`config.mk`:
```
export PLATFORM = sky130hd
export DESIGN_NAME = sensor_frame_crc_convert_check
export DESIGN_NICKNAME = d
export VERILOG_FILES = /design/src/design/sfcc_pkg.sv /design/src/design/sensor_frame_crc_convert_check.sv
export SDC_FILE = /design/constraint.sdc
export NUM_CORES = 1
export LEC_CHECK = 0
export ABC_AREA = 1
export ABC_CLOCK_PERIOD_IN_PS = 5000
export BUFFER_PORTS_ARGS = -buffer_cell sky130_fd_sc_hd__buf_2
export CAP_MARGIN = 20
export CORE_ASPECT_RATIO = 1.75
export CORE_UTILIZATION = 30
export DETAILED_ROUTE_END_ITERATION = 10
export PLACE_DENSITY = 0.57
export SYNTH_ARGS = -nofsm -noshare
export SYNTH_HDL_FRONTEND = slang
export SYNTH_SLANG_ARGS = --single-unit
```
`constraint.sdc`:
```
create_clock -name clk_i -period 5 [get_ports clk_i]
set_clock_uncertainty 0.2 [all_clocks]
set_input_delay 0.25 -clock clk_i [delete_from_list [all_inputs] [get_ports clk_i]]
set_output_delay 0.25 -clock clk_i [all_outputs]
set_load 0.01 [all_outputs]
```
`src/design/sfcc_pkg.sv`:
```
// ----------------------------------------------------------------------------
// sfcc_pkg
// Shared constants, codes and the crc-8 byte step for the sensor frame checker.
// ----------------------------------------------------------------------------
`default_nettype none

package sfcc_pkg;

  localparam int unsigned FRAME_BYTES = 9;
  localparam int unsigned POS_W       = 4;
  localparam logic [POS_W-1:0] FRAME_LAST = POS_W'(FRAME_BYTES - 1);

  localparam logic [7:0] CRC_POLY = 8'h31;
  localparam logic [7:0] CRC_INIT = 8'hFF;

  // scale factors of the fixed-point conversion (result taken >> 16)
  localparam logic [17:0] TEMP_SCALE  = 18'd175000;
  localparam logic [16:0] HUM_SCALE   = 17'd100000;
  localparam logic [18:0] TEMP_OFFSET = 19'd45000;

  // configuration register indexes
  localparam int unsigned CFG_IDX_W = 3;
  localparam logic [CFG_IDX_W-1:0] REG_CO2_LOW  = 3'd0;
  localparam logic [CFG_IDX_W-1:0] REG_CO2_HIGH = 3'd1;
  localparam logic [CFG_IDX_W-1:0] REG_TEMP_LOW  = 3'd2;
  localparam logic [CFG_IDX_W-1:0] REG_TEMP_HIGH = 3'd3;
  localparam logic [CFG_IDX_W-1:0] REG_HUM_LOW  = 3'd4;
  localparam logic [CFG_IDX_W-1:0] REG_HUM_HIGH = 3'd5;
  localparam int unsigned CFG_DATA_W = 18;

  // limit reset values
  localparam logic [15:0] CO2_LOW_RST   = 16'd0;
  localparam logic [15:0] CO2_HIGH_RST  = 16'd40000;
  localparam logic [17:0] TEMP_LOW_RST  = 18'h3_5038;  // -45000
  localparam logic [17:0] TEMP_HIGH_RST = 18'd130000;
  localparam logic [16:0] HUM_LOW_RST   = 17'd0;
  localparam logic [16:0] HUM_HIGH_RST  = 17'd100000;

  typedef enum logic [1:0] {
    STATUS_OK        = 2'd0,
    STATUS_CRC_ERR   = 2'd1,
    STATUS_RANGE_ERR = 2'd2
  } status_e;

  // one byte through the msb-first crc-8, no reflection
  function automatic logic [7:0] crc8_byte(input logic [7:0] crc, input logic [7:0] b);
    logic [7:0] c;
    c = crc ^ b;
    for (int i = 0; i < 8; i++) begin
      if (c[7]) begin
        c = {c[6:0], 1'b0} ^ CRC_POLY;
      end else begin
        c = {c[6:0], 1'b0};
      end
    end
    return c;
  endfunction

endpackage

`default_nettype wire

```
`src/design/sensor_frame_crc_convert_check.sv`:
```
// ----------------------------------------------------------------------------
// sensor_frame_crc_convert_check
// Checks and converts the 9-byte measurement frame (three words with crc-8).
// ----------------------------------------------------------------------------
// Takes one frame byte per beat and can accept a byte in every cycle; the
// crc-8 update of a byte is one unrolled step, so bytes never wait on it.
// After the ninth byte of a frame the co2, temperature and humidity words go
// through a three-stage pipe (frame capture, scaling multiply, range check
// into the output register), and each stage waits while the next is full.
// Frames can follow each other without gaps; with m_axis_tready held low
// the pipe still takes bytes until its stages fill. A beat with tuser set
// restarts the frame at byte 0. A raw word of zero marks its quantity as
// absent: its converted field reads zero and it is not range-checked. A crc
// mismatch in any word wins over a range error.
`default_nettype none

module sensor_frame_crc_convert_check (
  input  wire logic        clk_i,
  input  wire logic        rst_ni,
  // byte stream
  input  wire logic        s_axis_tvalid,
  output logic             s_axis_tready,
  input  wire logic [7:0]  s_axis_tdata,   // [7:0] rx_byte
  input  wire logic        s_axis_tuser,   // [0] frame_start
  // result stream
  output logic             m_axis_tvalid,
  input  wire logic        m_axis_tready,
  // [1:0] status, [17:2] co2_ppm, [18] co2_present, [36:19] temperature_mc,
  // [37] temperature_present, [54:38] humidity_mpct, [55] humidity_present
  output logic [55:0]      m_axis_tdata,
  // configuration writes
  input  wire logic        cfg_valid_i,
  output logic             cfg_ready_o,
  input  wire logic [sfcc_pkg::CFG_IDX_W-1:0]  cfg_index_i,
  input  wire logic [sfcc_pkg::CFG_DATA_W-1:0] cfg_data_i
);

  // limits
  logic [15:0] co2_low_q, co2_high_q;
  logic [17:0] temp_low_q, temp_high_q;
  logic [16:0] hum_low_q, hum_high_q;

  // frame assembly state
  logic [sfcc_pkg::POS_W-1:0] pos_q, pos_d, pos_eff;
  logic [7:0]  crc_q, crc_d, crc_base;
  logic        fail_q, fail_d, fail_base;
  logic [7:0]  hi_q;
  logic [15:0] co2_word_q, temp_word_q, hum_word_q;

  logic [1:0]  slot;
  logic [1:0]  word_sel;
  logic        in_acc;
  logic        last_byte;
  logic [15:0] word_new;

  // pipe stage 1: captured frame
  logic        s1_valid_q;
  logic [15:0] s1_co2_q, s1_temp_q, s1_hum_q;
  logic        s1_fail_q;

  // pipe stage 2: scaled values
  logic        s2_valid_q;
  logic [15:0] s2_co2_q;
  logic        s2_tp_q, s2_hp_q, s2_fail_q;
  logic [17:0] s2_tscaled_q;
  logic [16:0] s2_hscaled_q;
  logic [33:0] t_prod;
  logic [32:0] h_prod;

  // output register
  logic        out_valid_q;
  logic [55:0] out_data_q;

  logic        out_ready, s2_ready, s1_ready;

  // range check
  logic signed [18:0] t_mc;
  logic        co2_p;
  logic        co2_bad, temp_bad, hum_bad;
  sfcc_pkg::status_e status;
  logic [17:0] temp_field;
  logic [16:0] hum_field;

  assign cfg_ready_o = 1'b1;

  assign out_ready     = !out_valid_q || m_axis_tready;
  assign s2_ready      = !s2_valid_q || out_ready;
  assign s1_ready      = !s1_valid_q || s2_ready;
  assign s_axis_tready = s1_ready;
  assign in_acc        = s_axis_tvalid && s_axis_tready;

  // byte position, crc and word slot of the incoming beat
  always_comb begin
    pos_eff   = s_axis_tuser ? '0 : pos_q;
    if (pos_eff > sfcc_pkg::FRAME_LAST) begin
      pos_eff = '0;
    end
    crc_base  = s_axis_tuser ? sfcc_pkg::CRC_INIT : crc_q;
    fail_base = s_axis_tuser ? 1'b0 : fail_q;
    last_byte = (pos_eff == sfcc_pkg::FRAME_LAST);
    word_new  = {hi_q, s_axis_tdata};

    case (pos_eff)
      4'd0:    begin slot = 2'd0; word_sel = 2'd0; end
      4'd1:    begin slot = 2'd1; word_sel = 2'd0; end
      4'd2:    begin slot = 2'd2; word_sel = 2'd0; end
      4'd3:    begin slot = 2'd0; word_sel = 2'd1; end
      4'd4:    begin slot = 2'd1; word_sel = 2'd1; end
      4'd5:    begin slot = 2'd2; word_sel = 2'd1; end
      4'd6:    begin slot = 2'd0; word_sel = 2'd2; end
      4'd7:    begin slot = 2'd1; word_sel = 2'd2; end
      default: begin slot = 2'd2; word_sel = 2'd2; end
    endcase

    fail_d = fail_base;
    if (slot == 2'd2) begin
      crc_d = sfcc_pkg::CRC_INIT;
      if (s_axis_tdata != crc_base) begin
        fail_d = 1'b1;
      end
    end else begin
      crc_d = sfcc_pkg::crc8_byte(crc_base, s_axis_tdata);
    end

    pos_d = last_byte ? '0 : pos_eff + 1'b1;
  end

  // scaling products
  assign t_prod = {16'd0, sfcc_pkg::TEMP_SCALE} * {18'd0, s1_temp_q};
  assign h_prod = {16'd0, sfcc_pkg::HUM_SCALE} * {17'd0, s1_hum_q};

  // range check and status on the scaled values
  always_comb begin
    co2_p    = (s2_co2_q != 16'd0);
    t_mc     = $signed({1'b0, s2_tscaled_q}) - $signed(sfcc_pkg::TEMP_OFFSET);
    co2_bad  = co2_p && ((s2_co2_q < co2_low_q) || (s2_co2_q > co2_high_q));
    temp_bad = s2_tp_q && ((t_mc < $signed({temp_low_q[17], temp_low_q}))
                        || (t_mc > $signed({temp_high_q[17], temp_high_q})));
    hum_bad  = s2_hp_q && ((s2_hscaled_q < hum_low_q) || (s2_hscaled_q > hum_high_q));
    if (s2_fail_q) begin
      status = sfcc_pkg::STATUS_CRC_ERR;
    end else if (co2_bad || temp_bad || hum_bad) begin
      status = sfcc_pkg::STATUS_RANGE_ERR;
    end else begin
      status = sfcc_pkg::STATUS_OK;
    end
    temp_field = s2_tp_q ? t_mc[17:0] : 18'd0;
    hum_field  = s2_hp_q ? s2_hscaled_q : 17'd0;
  end

  // control state
  always_ff @(posedge clk_i or negedge rst_ni) begin
    if (!rst_ni) begin
      co2_low_q   <= sfcc_pkg::CO2_LOW_RST;
      co2_high_q  <= sfcc_pkg::CO2_HIGH_RST;
      temp_low_q  <= sfcc_pkg::TEMP_LOW_RST;
      temp_high_q <= sfcc_pkg::TEMP_HIGH_RST;
      hum_low_q   <= sfcc_pkg::HUM_LOW_RST;
      hum_high_q  <= sfcc_pkg::HUM_HIGH_RST;
      pos_q       <= '0;
      crc_q       <= sfcc_pkg::CRC_INIT;
      fail_q      <= 1'b0;
      s1_valid_q  <= 1'b0;
      s2_valid_q  <= 1'b0;
      out_valid_q <= 1'b0;
    end else begin
      if (cfg_valid_i && cfg_ready_o) begin
        case (cfg_index_i)
          sfcc_pkg::REG_CO2_LOW:   co2_low_q   <= cfg_data_i[15:0];
          sfcc_pkg::REG_CO2_HIGH:  co2_high_q  <= cfg_data_i[15:0];
          sfcc_pkg::REG_TEMP_LOW:  temp_low_q  <= cfg_data_i[17:0];
          sfcc_pkg::REG_TEMP_HIGH: temp_high_q <= cfg_data_i[17:0];
          sfcc_pkg::REG_HUM_LOW:   hum_low_q   <= cfg_data_i[16:0];
          sfcc_pkg::REG_HUM_HIGH:  hum_high_q  <= cfg_data_i[16:0];
          default: ;
        endcase
      end
      if (in_acc) begin
        pos_q  <= pos_d;
        crc_q  <= last_byte ? sfcc_pkg::CRC_INIT : crc_d;
        fail_q <= last_byte ? 1'b0 : fail_d;
      end
      if (s1_ready) begin
        s1_valid_q <= in_acc && last_byte;
      end
      if (s2_ready) begin
        s2_valid_q <= s1_valid_q;
      end
      if (out_ready) begin
        out_valid_q <= s2_valid_q;
      end
    end
  end

  // payload
  always_ff @(posedge clk_i) begin
    if (in_acc) begin
      if (slot == 2'd0) begin
        hi_q <= s_axis_tdata;
      end
      if (slot == 2'd1) begin
        case (word_sel)
          2'd0:    co2_word_q  <= word_new;
          2'd1:    temp_word_q <= word_new;
          default: hum_word_q  <= word_new;
        endcase
      end
    end
    if (s1_ready && in_acc && last_byte) begin
      s1_co2_q  <= co2_word_q;
      s1_temp_q <= temp_word_q;
      s1_hum_q  <= hum_word_q;
      s1_fail_q <= fail_d;
    end
    if (s2_ready && s1_valid_q) begin
      s2_co2_q     <= s1_co2_q;
      s2_tp_q      <= (s1_temp_q != 16'd0);
      s2_hp_q      <= (s1_hum_q != 16'd0);
      s2_fail_q    <= s1_fail_q;
      s2_tscaled_q <= t_prod[33:16];
      s2_hscaled_q <= h_prod[32:16];
    end
    if (out_ready && s2_valid_q) begin
      out_data_q <= {s2_hp_q, hum_field, s2_tp_q, temp_field, co2_p, s2_co2_q,
                     status};
    end
  end

  assign m_axis_tvalid = out_valid_q;
  assign m_axis_tdata  = out_data_q;

  // position never runs past the last byte of a frame
  a_pos_range: assert property (@(posedge clk_i) disable iff (!rst_ni)
    pos_q <= sfcc_pkg::FRAME_LAST)
    else $error("byte position past frame end");

  // a completed frame always enters the pipe
  a_frame_capture: assert property (@(posedge clk_i) disable iff (!rst_ni)
    (in_acc && last_byte) |=> s1_valid_q)
    else $error("completed frame not captured");

  // crc and failure flag restart after the last byte
  a_crc_restart: assert property (@(posedge clk_i) disable iff (!rst_ni)
    (in_acc && last_byte) |=> (crc_q == sfcc_pkg::CRC_INIT) && !fail_q && (pos_q == '0))
    else $error("frame state not restarted after last byte");

  // an absent temperature reads zero, not the offset
  a_temp_absent: assert property (@(posedge clk_i) disable iff (!rst_ni)
    (m_axis_tvalid && !m_axis_tdata[37]) |-> (m_axis_tdata[36:19] == 18'd0))
    else $error("absent temperature not zero");

endmodule

`default_nettype wire

```
==> flow_metrics.py <==
metrics = {
    "sta": {
        "fmax_mhz": 198,
        "timing.slew.headroom_pct": 31.8,
        "rsz0062_at_grt": "true",
        "tightest_slew_ns": 1.02,
        "timing.final.crit_share_pct": 101,
        "setup_slack_ns": -0.0621,
        "fin_crit_ns": 5.06,
        "hold_viol_final": 0,
        "drv_slew": 0,
        "setup_violations": 5,
    },
    "clocking": {
        "clock-root-buffer": "clkbuf_16",
        "cts_tree": "yes",
        "cts-htree-levels": 2,
        "max-clock-path-buffers": 3,
        "cts.sinks": 333,
        "clk_pin_slew_ns": 0.06,
        "cts_buffers": 35,
        "insertion_delay_ns": 0.54,
    },
    "logic_synthesis": {
        "synth_cell_type_count": 48,
        "postSynthAreaPerCell_um2": 9.92,
        "syn_area_mm2": 0.0231,
        "synthArstFlopShare_pct": 35.4,
        "syn_inst": 2326,
        "ys_ff_latch": 333,
        "yosys_warnings": 0,
        "seq_area_frac_synth_pct": 41.0,
        "syn_nets": 2833,
        "synth_top_flop_cell": "edfxtp_1",
        "synth_edf_count": 215,
    },
    "power_and_ir_drop": {
        "powerDensity_mw_per_mm2": 246,
        "ir_worst_vdd_uv": 155,
        "p_leak_nw": 13.2,
    },
    "detailed_routing": {
        "wl_per_cell_um": 16.0,
        "ant_nets": 0,
        "firstDrtPassIters": 5,
        "vias": 16071,
        "drt-initial-drc-count": 597,
        "totalWireLength_um": 58100,
        "drc": 0,
        "avgViaCountPerCell": 4.42,
    },
    "placed_design": {
        "pre_cts_ws_ns": -0.282,
        "place.gp.congestion": 0.948,
        "dp_cells": 3516,
        "io_buffers": 92,
        "hpwl_um": 47100,
    },
    "outcome": {
        "outcome": "complete, but fails checks",
        "violations": "setup timing",
    },
    "floorplan": {
        "die_width_um": 212,
        "dieArea_mm2": 0.0781,
        "initial_core_util_pct": 30.3,
        "pin_count": 94,
        "fp.dieH_um": 369,
        "num_rows": 134,
        "core_area_mm2": 0.0761,
    },
    "worst_setup_path": {
        "critPathLaunch": "s1_temp_q[11]",
        "r2r_slack_ns": -0.06,
        "endpoint": "s2_tscaled_q[16]",
        "required_ns": 5.07,
        "ff2ff_path_depth": 20,
        "cp-start-kind": "register",
        "timing.rr.start": "s1_temp_q[11]",
        "cp.arrival_ns": 5.13,
        "crit_type": "reg2reg",
        "critPathCaptureType": "register",
        "rr_endpoint": "s2_tscaled_q[16]",
        "critPathMaxFanout": 4,
    },
    "layout": {
        "nFillCells": 7733,
        "post_route_cells_drive_above_1_share_pct": 17.7,
        "nNetsFinal": 3095,
        "n_antenna_cell": 0,
        "syn_to_final_growth_pct": 20.8,
        "utilization_pct": 36.6,
        "fin_cells": 3633,
    },
    "grt": {
        "grt_pass1_vias": 16871,
        "grt-ovfl-total": 0,
        "grt_max_degree": 50,
        "antenna_found_initial": 2,
        "grt_usage_pct": 15.2,
        "grt_first_pass_wirelength_um": 90600,
    },
    "flow_run": {
        "maxCapViolations": 0,
    },
    "hold_path": {
        "hold_class": "in2reg",
    },
}
-- how the worst min path moves through the flow --
stage,slack (ns),to,start,depth (start not counted)
after detailed placement,0.13,pos_q[2],rst_ni,1
after CTS,0.02,hum_high_q[1],cfg_data_i[1],3
after floorplan,-0.25,co2_high_q[0],rst_ni,0
after global placement,0.13,fail_q,rst_ni,1
after global routing,0.04,hum_high_q[2],cfg_data_i[2],3
final,0.02,hum_high_q[1],cfg_data_i[1],3
-- state kept, by name (all words and copies together) (netlist names), 4 cells and up --
signal,count
temp_low_q,18
s1_co2_q,16
s2_co2_q,16
crc_q,8
temp_word_q,16
hum_high_q,17
co2_word_q,16
s2_hscaled_q,17
s2_tscaled_q,18
co2_high_q,16
s1_hum_q,16
temp_high_q,18
hum_word_q,16
co2_low_q,16
hum_low_q,17
hi_q,8
s1_temp_q,16
m_axis_tdata,56
pos_q,4
-- Yosys cell counts, types with 4 or more instances --
library cell / count / area [um2]
nand4_1: 21 / 131
nand3_1: 52 / 260
nor3_1: 14 / 70.1
o21ai_1: 4 / 20.0
a21oi_1: 118 / 591
inv_1: 492 / 1850
ha_1: 349 / 4370
or2_2: 4 / 25.0
nand2_2: 4 / 25.0
nand2_1: 405 / 1520
nor4_1: 9 / 56.3
nand3b_1: 4 / 30.0
o21ai_0: 147 / 736
dfrtp_1: 81 / 2030
dfstp_2: 37 / 972
a21o_1: 10 / 75.1
o21a_1: 7 / 52.6
xnor2_1: 18 / 158
clkbuf_1: 22 / 82.6
edfxtp_1: 215 / 6460
fa_1: 123 / 2460
xor2_1: 42 / 368
nor2_1: 106 / 398
-- cell families (layout without fill, tap and decap cells) --
family | Yosys count | in the layout | synth area share (%)
flops | 333 | 333 | 41.0
simple gates | 632 | 632 | 11.4
buf+inv | 520 | 807 | 8.51
fa+ha+maj | 472 | 472 | 29.6
compound gates | 304 | 304 | 6.97
other cells | 1 | 1 | 0.0162
xor+xnor | 64 | 64 | 2.56
-- stage by stage --
step	total power [mW]	setup TNS, ns	cell area, um2	hold WS [ns]
2_1_floorplan	3.99	-0.0317	23200	-0.246
3_3_place_gp	4.22	-2.14	25600	0.132
3_5_place_dp	4.25	-2.83	25600	0.135
4_1_cts	6.94	-0.420	27400	0.0163
5_1_grt	7.20	-2.38	27900	0.0382
6_report	6.85	-0.141	27900	0.0224
-- timing repair --
item                                   4_1_cts  5_1_grt
buffers inserted                            18       10
gates resized for setup                     71       77
endpoints found under the hold margin      154        0
hold buffers                                25        0
setup endpoints to repair                   17       21
pin swaps                                   48       36
-- layout by cell type (no fill, tap or decap), types with 9 or more instances in the layout --
cell type and count:
a21o_1 10, a21oi_1 93, a21oi_2 17, buf_2 92, buf_4 127, clkbuf_16 35
dfrtp_1 81, dfstp_2 37, dlygate4sd3_1 25, edfxtp_1 215, fa_1 118, ha_1 319
ha_4 29, inv_1 475, inv_2 20, nand2_1 383, nand2_2 24, nand3_1 49
nand4_1 21, nor2_1 96, nor2_2 9, nor3_1 12, o21ai_0 132, o21ai_1 13
xnor2_1 18, xor2_1 42
-- layer usage --
metal	track usage, %	wire [um]
met1	15.8	22000
met2	30.2	32100
met3	1.39	1340
met4	6.77	2690
met5	0	20
-- area by class of cell --
cell class	count	area, um2	area share (%)
well taps	1020	1280	4.58
multi-input cells	1473	12400	44.5
flip-flops and latches	333	9460	33.9
repair buffers	250	1750	6.27
clock inverters	20	235	0.844
clock buffers	42	902	3.24
inverters	495	1860	6.66
-- report_power, final --
group | total (mW) | internal (mW) | switching [mW] | leakage [nW]
sequential | 3.30 | 3.19 | 0.116 | 3.35
combinational | 0.903 | 0.363 | 0.540 | 9.35
clock | 2.64 | 1.52 | 1.13 | 0.543
-- critical path, cell delays in order (launching register included) --
cell	delay (ns)
edfxtp_1	0.47
inv_2	0.12
ha_4	0.20
fa_1	0.53
inv_1	0.05
fa_1	0.51
inv_1	0.06
fa_1	0.46
fa_1	0.52
inv_2	0.04
fa_1	0.49
inv_2	0.05
ha_4	0.24
buf_4	0.14
nand2_4	0.09
o21ai_2	0.07
a21oi_2	0.16
nor2_1	0.07
nor2_1	0.12
o21ai_2	0.07
xor2_1	0.14
(Power assumes the default switching activity.)
